[config.mk]
export PLATFORM = sky130hd
export DESIGN_NAME = pcnms_fifo
export DESIGN_NICKNAME = d
export VERILOG_FILES = /design/src/design/pcnms_fifo.sv
export SDC_FILE = /design/constraint.sdc
export NUM_CORES = 1
export LEC_CHECK = 0
export ABC_CLOCK_PERIOD_IN_PS = 1850
export CAP_MARGIN = 0
export CORE_MARGIN = 1.5
export CORE_UTILIZATION = 30
export CTS_CLUSTER_DIAMETER = 60
export DETAILED_ROUTE_END_ITERATION = 10
export DONT_BUFFER_PORTS = 1
export HOLD_SLACK_MARGIN = 0.02
export MAX_ROUTING_LAYER = met4
export SETUP_SLACK_MARGIN = 0.2
export SYNTH_ARGS = -nofsm -noshare
export SYNTH_HDL_FRONTEND = slang
export SYNTH_SLANG_ARGS = --single-unit
[constraint.sdc]
create_clock -name clk_i -period 1.85 [get_ports clk_i]
set_input_delay 0.185 -clock clk_i [delete_from_list [all_inputs] [get_ports clk_i]]
set_output_delay 0.185 -clock clk_i [all_outputs]
set_load 0.01 [all_outputs]
[src/design/pcnms_fifo.sv]
// Two-entry queue of run descriptors between the load front and the back end.
module pcnms_fifo #(
  parameter int unsigned WIDTH = 8
) (
  input  logic             clk_i,
  input  logic             rst_ni,
  input  logic             push_i,
  input  logic [WIDTH-1:0] push_data_i,
  input  logic             pop_i,
  output logic             valid_o,
  output logic             full_o,
  output logic [WIDTH-1:0] head_o
);

  logic [WIDTH-1:0] slot_q [2];
  logic       wptr_q, wptr_d;
  logic       rptr_q, rptr_d;
  logic [1:0] cnt_q, cnt_d;
  logic       do_push, do_pop;

  assign valid_o = (cnt_q != 2'd0);
  assign full_o  = (cnt_q == 2'd2);
  assign head_o  = slot_q[rptr_q];
  assign do_push = push_i && !full_o;
  assign do_pop  = pop_i && valid_o;

  always_comb begin
    wptr_d = wptr_q ^ do_push;
    rptr_d = rptr_q ^ do_pop;
    cnt_d  = cnt_q + {1'b0, do_push} - {1'b0, do_pop};
  end

  always_ff @(posedge clk_i or negedge rst_ni) begin
    if (!rst_ni) begin
      wptr_q <= 1'b0;
      rptr_q <= 1'b0;
      cnt_q  <= 2'd0;
    end else begin
      wptr_q <= wptr_d;
      rptr_q <= rptr_d;
      cnt_q  <= cnt_d;
    end
  end

  always_ff @(posedge clk_i) begin
    if (do_push) begin
      slot_q[wptr_q] <= push_data_i;
    end
  end

endmodule

* Yosys cells after proc, flatten, opt, wreduce, memory -nomap -nowiden *
Memories as Yosys holds them, arrays and structs flattened.
Index checks and enable logic that the tools add are counted.
Widths: inputs -> output; s select.

word-level totals
  flip-flop bits (word level) = 4
  RAM bits = 16
  input bits = 12
  output and inout bits = 10
  word-level logic and storage cells = 15
  memories = 1

cells by class
  $add $sub $neg = 2
  equality and inequality tests = 1
  muxes and demuxes = 2
  bitwise logic cells = 2
  reduce and logical (&&, ||, !) cells = 4

memories
  memory  words  bits a word  rd ports  clocked after memory_dff  wr ports  line  RTL
  slot_q  2      8            1         0                         1         15    logic [WIDTH-1:0] slot_q [2];

operators by type and width
  cell                count
  $add 2x1->2         1
  $eq 2x2->1 const B  1
  $logic_and 1x1->1   2
  $mux 1              2
  $reduce_bool 2->1   1
  $sub 2x1->2         1
  $xor 1x1->1         2
  $logic_not 1->1     1

* Logic depth before layout (Yosys ltp) *
Gate-level depths: netlist of the first run.

  word-level depth = 5
  gate-level depth with buffers = 7
  depth with buffers taken out = 7

* Least setup slack after synthesis of the first run *
No wires, ideal clock.

  kind = register to register
  from = register cnt_q[1]
  to = register cnt_q[1]
  setup time = 0.123 ns
  arrival time = 1.325 ns
  data required time = 1.727 ns
  path slack = 0.402 ns
  stages on the path, launching flop included = 7
  path buffers = 0
  period minus slack after synthesis = 1.448 ns
  cells stage by stage = dfrtp_1 o21a_2 ha_1 inv_1 ha_1 xnor2_1 xnor2_1

between the ends
  longest elaborated chain between the ends = 5
  elaborated cells on any way between the ends = 7
  those cells by class = add/sub: 2; eq/ne: 1; reduce/logical: 4

RTL lines
  what                      line  RTL
  start: declaration        18    logic [1:0] cnt_q, cnt_d;
  start signal: assignment  41    cnt_q <= cnt_d;
  $eq 2x2->1                22    assign full_o = (cnt_q == 2'd2);
  $logic_not 1->1           24    assign do_push = push_i && !full_o;
  $logic_and 1x1->1         24
  $add 2x1->2               30    cnt_d = cnt_q + {1'b0, do_push} - {1'b0, do_pop};
  $sub 2x1->2 *             30
  net cnt_d[1]              18

The timed path passes the listed nets; every way through them passes the cells marked *.

* Worst setup path after layout of the first run *
  from = register rptr_q
  to = output head_o[2]

between the ends
  longest elaborated chain between the ends = 1

RTL lines
  what                      line  RTL
  start: declaration        17    logic rptr_q, rptr_d;
  start signal: assignment  40    rptr_q <= rptr_d;
  $mem_v2 2x8               n/a
  end: declaration          12    output logic [WIDTH-1:0] head_o

No other way between the ends.

==> summary.md, run 1 <==
Busiest metal layer after global routing: met2. Traced cell by cell, the critical path runs through mux2_4. The tools report the share of synthesized area occupied by flip-flops and latches as 0.696. The tools report the via count of the first global-routing pass as 406. The part of the power in the clock network is 0.145, and the number of buffers between clock root and the deepest sink is 2.

The run gives 391 as the detailed-route via count. For this run, design rule violations remaining after detail routing come to 0. HPWL after detailed placement: 796 um.

Routability-driven placement finished with a final weighted congestion of 0.595. The initial core utilization was 0.328; the global-route track usage on met3 was 0.0326. The final-stage net count came out at 74.

When the netlist entered floorplanning its net count stood at 61. The instance count of the mapped netlist was 45. For this design the static power due to leakage is 0.391 nW. The maximum net fanout on the critical path is 9.

After synthesis, the netlist uses 13 different library cells. The critical path class is flip-flop to primary output. The run finished with clean final reports. Global routing finished with a remaining overflow of 0. The final setup violation count is 0. The switching power as a share of total power was 0.308; the number of failing hold endpoints at the final stage was 0. The tools report the tightest slew margin relative to the limit as 0.646. The global routing usage on met1 is 0.104.

For the aggregate global-route resource usage, the log shows 0.0854. The buffer and inverter count on the worst path came out at 0. Counting I/O delays and the setup requirement, the final critical path takes 1.54 ns. The cell with the most instances after synthesis was sky130_fd_sc_hd__edfxtp_1.

For the post-route core utilization, the log shows 0.384. The total chip power was 1.37 mW. The largest single stage delay on the critical path is 0.69 ns. STA puts the critical path data required time at 1.66 ns. The fraction of final layout cells sized beyond drive strength 1 was 0.211. The logs give 250 for the total of fill cells in the finished design and 20 for the sink count of the clock tree. Data on the critical path arrives at its endpoint at 1.35 ns. The first detailed-routing pass took 2 iterations. Measured along the x axis, the die boundary spans 55.7 um. During synthesis, Yosys emitted a total of 0 warnings. 0 antenna diodes ended up in the layout. The run gives 3110 um^2 as the total die area. The number of ports placed on the die boundary was 22. Ranked by total cell area, the synthesized netlist is headed by sky130_fd_sc_hd__edfxtp_1, sky130_fd_sc_hd__mux2_4, sky130_fd_sc_hd__dfrtp_1.

Cell-internal power: 0.948 mW. The flip-flop and latch count after synthesis works out to 20. By count the netlist is led by sky130_fd_sc_hd__edfxtp_1, sky130_fd_sc_hd__mux2_4, sky130_fd_sc_hd__dfrtp_1, sky130_fd_sc_hd__ha_1, sky130_fd_sc_hd__inv_1. The run gives 861 um^2 as the post-detailed-placement cell area.

TritonCTS built the clock tree. Derived from the worst setup path, the maximum achievable clock frequency is 0.650 GHz. The mean instance size in the synthesized netlist was 18.5 um^2; the total power divided by cell area was 1400 nW/um^2. The number of H-tree branching levels is 1, and the max-cap check violation count is 0. After clock tree synthesis, the clock-pin slew on the worst setup and hold paths is 0.11 ns. The post-CTS resize count is 0.

The worst hold path belongs to the class primary input to flip-flop. The combinational share of power is 0.324. The final max-slew violation count came out at 0. The part of the cycle the worst path needs is 0.831.

TritonCTS created 3 clock buffers. The tools report the fraction of met2 tracks used by global routing as 0.129. The total number of placement rows is 18, and the number of antenna-violating nets in the routed design is 0. Post-synthesis to final-layout area growth: 17.1%. On the critical path the largest part of the delay comes from flip-flops. The total area inside the core boundary comes to 2540 um^2.

The area share of the leading cell type in the synthesized netlist was 0.576; the first-pass GRT wire length was 1.93 mm. The pin count of the biggest net entering global routing was 12. Measured along the y axis, the die boundary spans 55.7 um. The count of buffers inserted at the top-level ports is 0. The clock network latency to the later pin of the worst-skew pair was 0.29 ns. In this run the clock root is driven by a sky130_fd_sc_hd__clkbuf_4.

The launching element type of the critical path was a flip-flop. The fraction of registers with async set or reset after synthesis was 0.200. The via-per-instance ratio is 4.49, and the number of antenna violations at the first check in global routing is 0. The worst-margin pin slew came out at 0.530 ns. Setup repair after global routing left no endpoint under its margin. In this run the cell area of the synthesized design comes to 835 um^2. The run gives 0.000741 V as the worst ir drop on vdd.

After routing the design area is 977 um^2. The cell type contributing the most total cell area after synthesis was sky130_fd_sc_hd__edfxtp_1. The cell with the largest stage delay on the worst path is sky130_fd_sc_hd__dfrtp_1. The commonest register cell after synthesis is sky130_fd_sc_hd__edfxtp_1. Summed over all layers, the routed wires come to 1.12 mm. The reported net switching power is 0.422 mW. The number of enable flip-flop cells after synthesis came out at 16. The setup total negative slack is 0 ns, and the mean routed wirelength per cell is 12.8 um. The DRC violation total after the first TritonRoute iteration is 4.

The portion of total power attributed to sequential cells was 0.531; the setup skew after layout was 0.00648 ns. The type of element capturing the critical path was a primary output.
[registers in the layout, summed over array words and instances (netlist names)]
name and count:
wptr_q 1, slot_q 16, cnt_q 2, rptr_q 1
[cell usage in the layout, fill, tap and decap left out, drive strengths merged]
cell type / count
dfrtp: 4
or2: 1
nand2: 1
ha: 4
clkbuf: 3
nand2b: 1
clkinv: 1
o21a: 1
xor2: 1
mux2: 8
edfxtp: 16
inv: 4
xnor2: 2
and2: 1
dlygate4sd3: 9
[layout make-up]
type	count	area, um^2	share of cell area
multi-input combinational	20	228	0.233
clock buffer	3	22.5	0.0230
tap	30	37.5	0.0384
sequential	20	581	0.594
clock inverter	1	3.75	0.00384
timing repair buffer	9	90.1	0.0922
inverter	4	15.0	0.0154
[cells by family (layout without fill, tap and decap cells)]
logic type	after synthesis	in the layout	share of synthesized area
AO/OA/AOI/OAI	1	1	0.0105
XOR/XNOR	3	3	0.0315
adder cells (fa/ha/maj)	4	4	0.0600
buffers and inverters	5	17	0.0315
flip-flops	20	20	0.696
multiplexers	8	8	0.144
AND/OR/NAND/NOR	4	4	0.0270
[power groups by stage]
stage | logic (mW) | clock network (mW) | registers [mW]
after detailed placement | 0.443 | 0 | 0.740
after CTS | 0.458 | 0.214 | 0.732
after global placement | 0.433 | 0 | 0.737
after floorplan | 0.446 | 0 | 0.679
after global routing | 0.503 | 0.232 | 0.751
final | 0.443 | 0.199 | 0.728
[metrics by stage]
stage / hold WS (ns) / setup slack [ns] / std cells
floorplan: -0.111 / 0.402 / 45
global placement: -0.110 / 0.344 / 74
detailed placement: -0.110 / 0.316 / 74
CTS: 0.0996 / 0.276 / 87
global route: 0.109 / 0.206 / 87
finish: 0.113 / 0.312 / 87
[metal layers]
metal	vias up	share of wire
met5	-	0
li1	185	-
met1	188	0.42
met4	0	0
met3	0	0.089
met2	18	0.49
[repair_timing]
| item | in CTS | in global routing |
|---|---|---|
| hold buffers | 9 | 0 |
| setup buffers | 0 | 0 |
| endpoints found under the hold margin | 20 | 0 |
[final timing paths]
kind                          start   endpoint  slack [ns]  cells past startpoint
min in group asynchronous    rst_ni   cnt_q[0]        0.16                      1
max reg2reg                cnt_q[1]   cnt_q[1]        0.33                      6
min reg2reg                cnt_q[1]   cnt_q[1]        0.52                      1
max                          rptr_q  head_o[2]        0.31                      1
max in group asynchronous    rst_ni   cnt_q[1]        1.52                      1
min                           pop_i     rptr_q        0.11                      2
No activity file was read; power rests on OpenSTA's default activity.
==> run 2, diff against run 1 <==
--- a/config.mk
+++ b/config.mk
@@ -5,7 +5,7 @@
 export SDC_FILE = /design/constraint.sdc
 export NUM_CORES = 1
 export LEC_CHECK = 0
-export ABC_CLOCK_PERIOD_IN_PS = 1850
+export ABC_CLOCK_PERIOD_IN_PS = 1500
 export CAP_MARGIN = 0
 export CORE_MARGIN = 1.5
 export CORE_UTILIZATION = 30
==> constraint.sdc (replaced) <==
create_clock -name clk_i -period 1.5 [get_ports clk_i]
set_input_delay 0.15 -clock clk_i [delete_from_list [all_inputs] [get_ports clk_i]]
set_output_delay 0.15 -clock clk_i [all_outputs]
set_load 0.01 [all_outputs]
==> run 2 against run 1 <==
Clock skew is 0.0036 ns higher. Utilization is 6.2 points higher. Register-to-register slack worse by 0.31 ns. Die area stayed put. Flip-flop and latch count stayed put. Setup slack worse by 0.30 ns. Via count is 6.1% higher. Sequential share of layout area is 8.1 points lower. Largest power group is now combinational logic.
==> summary.md, run 2 (synthesis gave the netlist of run 1 again) <==
The tightest slew margin relative to the limit came out at 0.859. The largest registers in the layout are slot_q: 16 flops, cnt_q: 2 flops. At the end of the flow, the number of nets in the layout was 82. The final weighted congestion in routability-driven placement was 0.608; the initial core utilization was 0.328.

For the setup total negative slack, the log shows 0 ns. The worst-margin pin slew was 0.211 ns; the depth of the most critical reg-to-reg path was 6. The total power divided by cell area is 1980 nW/um^2, and the number of flip-flops under the largest register name is 16.

The fraction of final layout cells sized beyond drive strength 1 was 0.462. The aggregate global-route resource usage is 0.0984. Summing all flip-flop and latch instances after layout gives 582 um^2. The setup skew after layout is 0.0101 ns, and the DRC violation total after the first TritonRoute iteration is 11.

The maximum net fanout on the critical path works out to 3. Setup repair after global routing could not meet its margin everywhere. The logs give 1.71 ns for the signal arrival time at the worst endpoint and 0.673 GHz for the fmax. The final max-slew violation count was 0. Once layout is done, the placed cells without fillers occupy 1130 um^2. Switching power as a share of total power: 0.291. For the worst-skew pair, the clock arrives at the later sink with an insertion delay of 0.30 ns. The flow ran to the end, and the final reports show no timing, DRC or antenna violations.

The critical path class was flip-flop to flip-flop. In this run the critical register-to-register path is launched from cnt_q[1]. The count of buffers inserted at the top-level ports is 0.

In the layout the commonest cells are sky130_fd_sc_hd__edfxtp_1, sky130_fd_sc_hd__dlygate4sd3_1, sky130_fd_sc_hd__mux2_4, sky130_fd_sc_hd__buf_4, sky130_fd_sc_hd__ha_4. Mean routed wirelength per cell: 14.5 um. The clock period minus worst slack is 1.48 ns, and the number of clock buffers inserted by TritonCTS is 3. In the routed design, unresolved DRC markers number 0.

For the post-detailed-placement cell area, the log shows 871 um^2. The number of antenna repair diodes is 0, and the part of the power in the clock network is 0.194. The number of antenna violations at the first check in global routing was 0; the total core area was 2540 um^2. For this design the static power due to leakage is 0.449 nW. Setup violations remaining at the end of the flow were counted as 0.

The pin count of the biggest net entering global routing is 13. The type of element capturing the critical path was a flip-flop. The critical path ends at cnt_q[1]. Via count of the first global-routing pass: 459. In this run the remaining antenna-violating nets after routing total 0.

The floorplan has 18 rows. Leaving out fill and tap cells, the most frequent cell in the layout is sky130_fd_sc_hd__edfxtp_1. The run gives 0 as the number of failing hold endpoints at the final stage. IR analysis of the VDD net gives a maximum drop of 0.000978 V. The number of ports placed on the die boundary is 22, and the total of fill cells in the finished design is 243.

The number of buffers between clock root and the deepest sink was 2. The post-synthesis to final-layout area growth is 36.0%. The die is 55.7 um tall. The min-delay analysis places its worst path in the category primary input to async pin. The number of H-tree branching levels came out at 1.

STA classifies the critical path startpoint as a flip-flop. The worst register-to-register path ends at cnt_q[1]. Clock-pin slew was measured on the worst setup and hold paths at 0.12 ns.

The combinational share of power is 0.429, and the part of the cycle the worst path needs is 0.990. Ranked by flip-flop count, first place goes to slot_q. Critical path startpoint: cnt_q[1]. The logs give 2.23 mm for the first-pass GRT wire length and 0.376 for the portion of total power attributed to sequential cells. The via-per-instance ratio was 4.37. The die outline width is 55.7 um. For the area taken by multi-input logic gates, the log shows 290 um^2.

The worst register-to-register path has a setup slack of 0.02 ns. The logs give 20 for the sink count of the clock tree and 1.59 mW for the cell-internal power. After global routing the overflow that remains totals 0.

The routed layout has 415 vias. STA puts the critical path data required time at 1.72 ns. For this run, the detailed router's first-pass iteration total came to 4. The total die area is 3110 um^2, and the max-cap check violation count is 0. The tree is rooted in a sky130_fd_sc_hd__clkbuf_4. Summed over all layers, the routed wires come to 1.38 mm. TritonCTS built the clock tree. In this run the power spent charging and discharging nets is 0.652 mW.
[run 2: power by group through the flow]
stage	combinational, mW	clock [mW]	sequential, mW
after floorplan	0.578	0	0.838
after global placement	0.552	0	0.907
after detailed placement	0.577	0	0.918
after CTS	0.900	0.445	0.844
after global routing	1.04	0.464	0.860
final	0.963	0.436	0.844
[run 2: final cells by class]
class,count,share of cell area
inverter,4,0.0132
tap,30,0.0331
multi-input combinational,20,0.256
clock buffer,3,0.0198
clock inverter,1,0.0265
timing repair buffer,17,0.139
sequential,20,0.513
[run 2: stage by stage]
stage | instances | util | total power, mW | hold slack (ns) | setup WS (ns)
after floorplan | 45 | - | 1.42 | -0.146 | 0.0716
after global placement | 74 | 0.342 | 1.46 | -0.145 | 0.0413
after detailed placement | 74 | 0.342 | 1.50 | -0.145 | -0.0112
after CTS | 93 | 0.437 | 2.19 | 0.111 | 0.0155
after global routing | 95 | 0.446 | 2.36 | 0.113 | -0.0613
final | 95 | 0.446 | 2.24 | 0.110 | 0.0152
[run 2: repair_timing]
item / CTS / global route
setup buffers: 6 / 2
gates resized for setup: 10 / 4
hold buffers: 9 / 0
hold endpoints to repair: 20 / 0
pin swaps: 5 / 2
setup endpoints to repair: 26 / 26
[run 2: how the worst min path moves through the flow]
stage               end  slack (ns)  cells after the start
2_1_floorplan  cnt_q[0]       -0.15                      0
3_3_place_gp   cnt_q[0]       -0.15                      0
3_5_place_dp   cnt_q[0]       -0.15                      0
4_1_cts        cnt_q[0]        0.11                      1
5_1_grt        cnt_q[1]        0.11                      1
6_report       cnt_q[1]        0.11                      1
[run 2: critical path, stage by stage, from the launching register on]
cell and delay (ns):
sky130_fd_sc_hd__dfrtp_1 0.42, sky130_fd_sc_hd__o21a_2 0.25, sky130_fd_sc_hd__ha_4 0.26, sky130_fd_sc_hd__inv_2 0.04
sky130_fd_sc_hd__ha_4 0.15, sky130_fd_sc_hd__xnor2_2 0.13, sky130_fd_sc_hd__xnor2_1 0.17
[run 2: layer usage]
| layer | vias up | routed length (um) | GRT usage | share of wire |
|---|---|---|---|---|
| met2 | 16 | 743 | 0.172 | 0.54 |
| met1 | 200 | 542 | 0.105 | 0.39 |
| met4 | 0 | 0 | 0.0418 | 0 |
| met3 | 0 | 94 | 0.0256 | 0.068 |
| li1 | 199 | - | - | - |
| met5 | - | 0 | - | 0 |
==> run 3, diff against run 2 <==
--- a/config.mk
+++ b/config.mk
@@ -8,12 +8,13 @@
 export ABC_CLOCK_PERIOD_IN_PS = 1500
 export CAP_MARGIN = 0
 export CORE_MARGIN = 1.5
-export CORE_UTILIZATION = 30
+export CORE_UTILIZATION = 58
 export CTS_CLUSTER_DIAMETER = 60
 export DETAILED_ROUTE_END_ITERATION = 10
 export DONT_BUFFER_PORTS = 1
 export HOLD_SLACK_MARGIN = 0.02
 export MAX_ROUTING_LAYER = met4
+export PLACE_DENSITY = 0.74
 export SETUP_SLACK_MARGIN = 0.2
 export SYNTH_ARGS = -nofsm -noshare
 export SYNTH_HDL_FRONTEND = slang
==> run 3 against run 2 <==
Die area down 46%. Largest power group unchanged. Count of clock-buffer cells in the layout unchanged. Combinational power down 4.2%. Cell area down 2.5%. Sequential share of layout area up 1.3 points. Highest routed layer is now met4. Non-clock buffer count unchanged. The flow now finishes with violations (negative setup slack). Worst hold slack better by 0.014 ns. Maximum frequency down 2.0%. Clock skew down 0.0089 ns.
==> summary.md, run 3 (synthesis gave the netlist of run 1 again) <==
The first global-routing pass estimated 2.08 mm of wire. The worst setup path is of the flip-flop to flip-flop kind. The max-cap check violation count is 0, and the number of failing hold endpoints at the final stage is 0. The mean routed wirelength per cell was 17.6 um. The run gives 0 as the number of antenna violations at the first check in global routing. The final max-slew violation count was 0. Wires add up to 1.41 mm. The static leakage is 0.446 nW, and the final weighted congestion in routability-driven placement is 0.616. The aggregate global-route resource usage was 0.209; the HPWL after detailed placement was 817 um. For the total global routing overflow, the log shows 0.

In this run the core area contains 13 standard-cell rows. Path category of the worst min-delay check: primary input to async pin. The tools report the sink count of the clock tree as 20.

At the pin with the least slew margin, the transition time is 0.213 ns. The checks that failed: negative setup slack. Final-stage net count: 82. Fraction of final layout cells sized beyond drive strength 1: 0.446. Leaving out fill and tap cells, the most frequent cell in the layout is sky130_fd_sc_hd__edfxtp_1. The largest registers in the layout are slot_q: 16 flops, cnt_q: 2 flops.

The die is 40.9 um wide. Buffers inserted during clock tree synthesis total 3. Data on the critical path is required at its endpoint by 1.68 ns. Pre-CTS setup slack: -0.0281 ns. STA classifies the critical path endpoint as a flip-flop. The flow ran to the end, but the final reports show violations.

TritonCTS built the clock tree. Entering global routing, the biggest net connects 13 pins. The post-placement cell count is 59, and the number of buffers between clock root and the deepest sink is 2. The DRC violation total after the first TritonRoute iteration came out at 1. On the final layout, the worst hold slack is 0.124 ns. The root buffer cell was sky130_fd_sc_hd__clkbuf_4. The die height is 40.9 um, and the via count of the first global-routing pass is 471. In this run the worst path has a maximum fanout of 4.

STA classifies the critical path startpoint as a flip-flop. Setup repair after global routing could not meet its margin everywhere. Final setup violation count: 1. The number of antenna repair diodes is 0, and the signal arrival time at the worst endpoint is 1.70 ns. In this run the remaining antenna-violating nets after routing total 0.

Fill cells in the final layout number 50. Ranked by flip-flop count, first place goes to slot_q. Clock-pin slew was measured on the worst setup and hold paths at 0.11 ns. After detailed routing, the number of vias per cell comes to 5.10.

Relative to the synthesized area, the layout overhead comes to 32.5%. The initial core utilization is 0.633. The count of TritonRoute iterations in the first routing pass was 2; the total power divided by cell area was 2010 nW/um^2.

For the tightest slew margin relative to the limit, the log shows 0.858. For the setup skew after layout, the log shows 0.00118 ns. The count of buffers added on input and output ports is 0.

For this run, the number of standard cells in the final layout without fillers is 80. The total die area was 1680 um^2. Detailed routing inserted a total of 408 vias. Pin placement for this block handled 22 I/O pins. In the layout the commonest cells are sky130_fd_sc_hd__edfxtp_1, sky130_fd_sc_hd__dlygate4sd3_1, sky130_fd_sc_hd__mux2_4, sky130_fd_sc_hd__buf_4.

The number of DRC violations after detailed routing is 0, and the number of H-tree branching levels is 1. VDD sags by at most 0.00149 V. For the worst-skew pair, the clock arrives at the later sink with an insertion delay of 0.29 ns. The total area inside the core boundary comes to 1320 um^2.

For the least setup slack across all paths after layout, the log shows -0.0145 ns. Clock period minus worst slack: 1.51 ns. The register with the most flip-flops in the layout has 16 of them. The fmax is 0.660 GHz, and the part of the cycle the worst path needs is 1.01. The post-route core utilization was 0.840.
==> run 3: final timing paths <==
kind,start,endpoint,slack [ns],cells past startpoint
worst max-delay path,cnt_q[1],cnt_q[1],-0.01,6
worst min-delay path,rst_ni,rptr_q,0.12,1
worst max register to register,cnt_q[1],cnt_q[1],-0.01,6
worst min register to register,cnt_q[1],cnt_q[1],0.64,2
max in group asynchronous,rst_ni,rptr_q,1.18,1
min in group clk_i,pop_i,rptr_q,0.20,3
==> run 3: per-stage QoR <==
stage	instance area (um^2)	total power, mW	setup TNS, ns
CTS	1090	2.16	-0.00650
global placement	852	1.44	0
floorplan	845	1.42	0
finish	1110	2.22	-0.0145
detailed placement	852	1.49	-0.0281
global route	1110	2.33	-0.0512
==> run 3: critical path, cell delays in order (launching register included) <==
cell                      delay (ns)
sky130_fd_sc_hd__dfrtp_1        0.43
sky130_fd_sc_hd__o21a_2         0.25
sky130_fd_sc_hd__ha_4           0.27
sky130_fd_sc_hd__inv_2          0.03
sky130_fd_sc_hd__ha_2           0.17
sky130_fd_sc_hd__xnor2_2        0.13
sky130_fd_sc_hd__xnor2_1        0.13
==> run 3: cell type report <==
cell class / instances / area [um^2] / share of cell area
multi-input combinational: 20 / 277 / 0.250
tap: 15 / 18.8 / 0.0170
sequential: 20 / 582 / 0.526
clock buffer: 3 / 22.5 / 0.0204
inverter: 4 / 15.0 / 0.0136
clock inverter: 1 / 30.0 / 0.0271
timing repair buffer: 17 / 161 / 0.146
==> run 3: timing repair <==
item | CTS | global route
pin swaps | 5 | 0
gates resized for setup | 12 | 0
buffers inserted | 6 | 2
endpoints found under the hold margin | 20 | 0
endpoints found under the setup margin | 26 | 27
hold buffers | 9 | 0
==> run 3: power by group <==
part	leakage (nW)	internal (mW)	switching (mW)
Clock	0.0279	0.270	0.160
Sequential	0.194	0.780	0.0858
Combinational	0.224	0.523	0.400
Total	0.446	1.57	0.646
==> run 3: metal layers <==
layer | track usage | vias to the layer above | part of all wire
met5 | - | - | 0
met4 | 0.0750 | 0 | 0.011
met3 | 0.0326 | 2 | 0.032
met2 | 0.355 | 15 | 0.54
met1 | 0.251 | 191 | 0.41
li1 | - | 200 | -
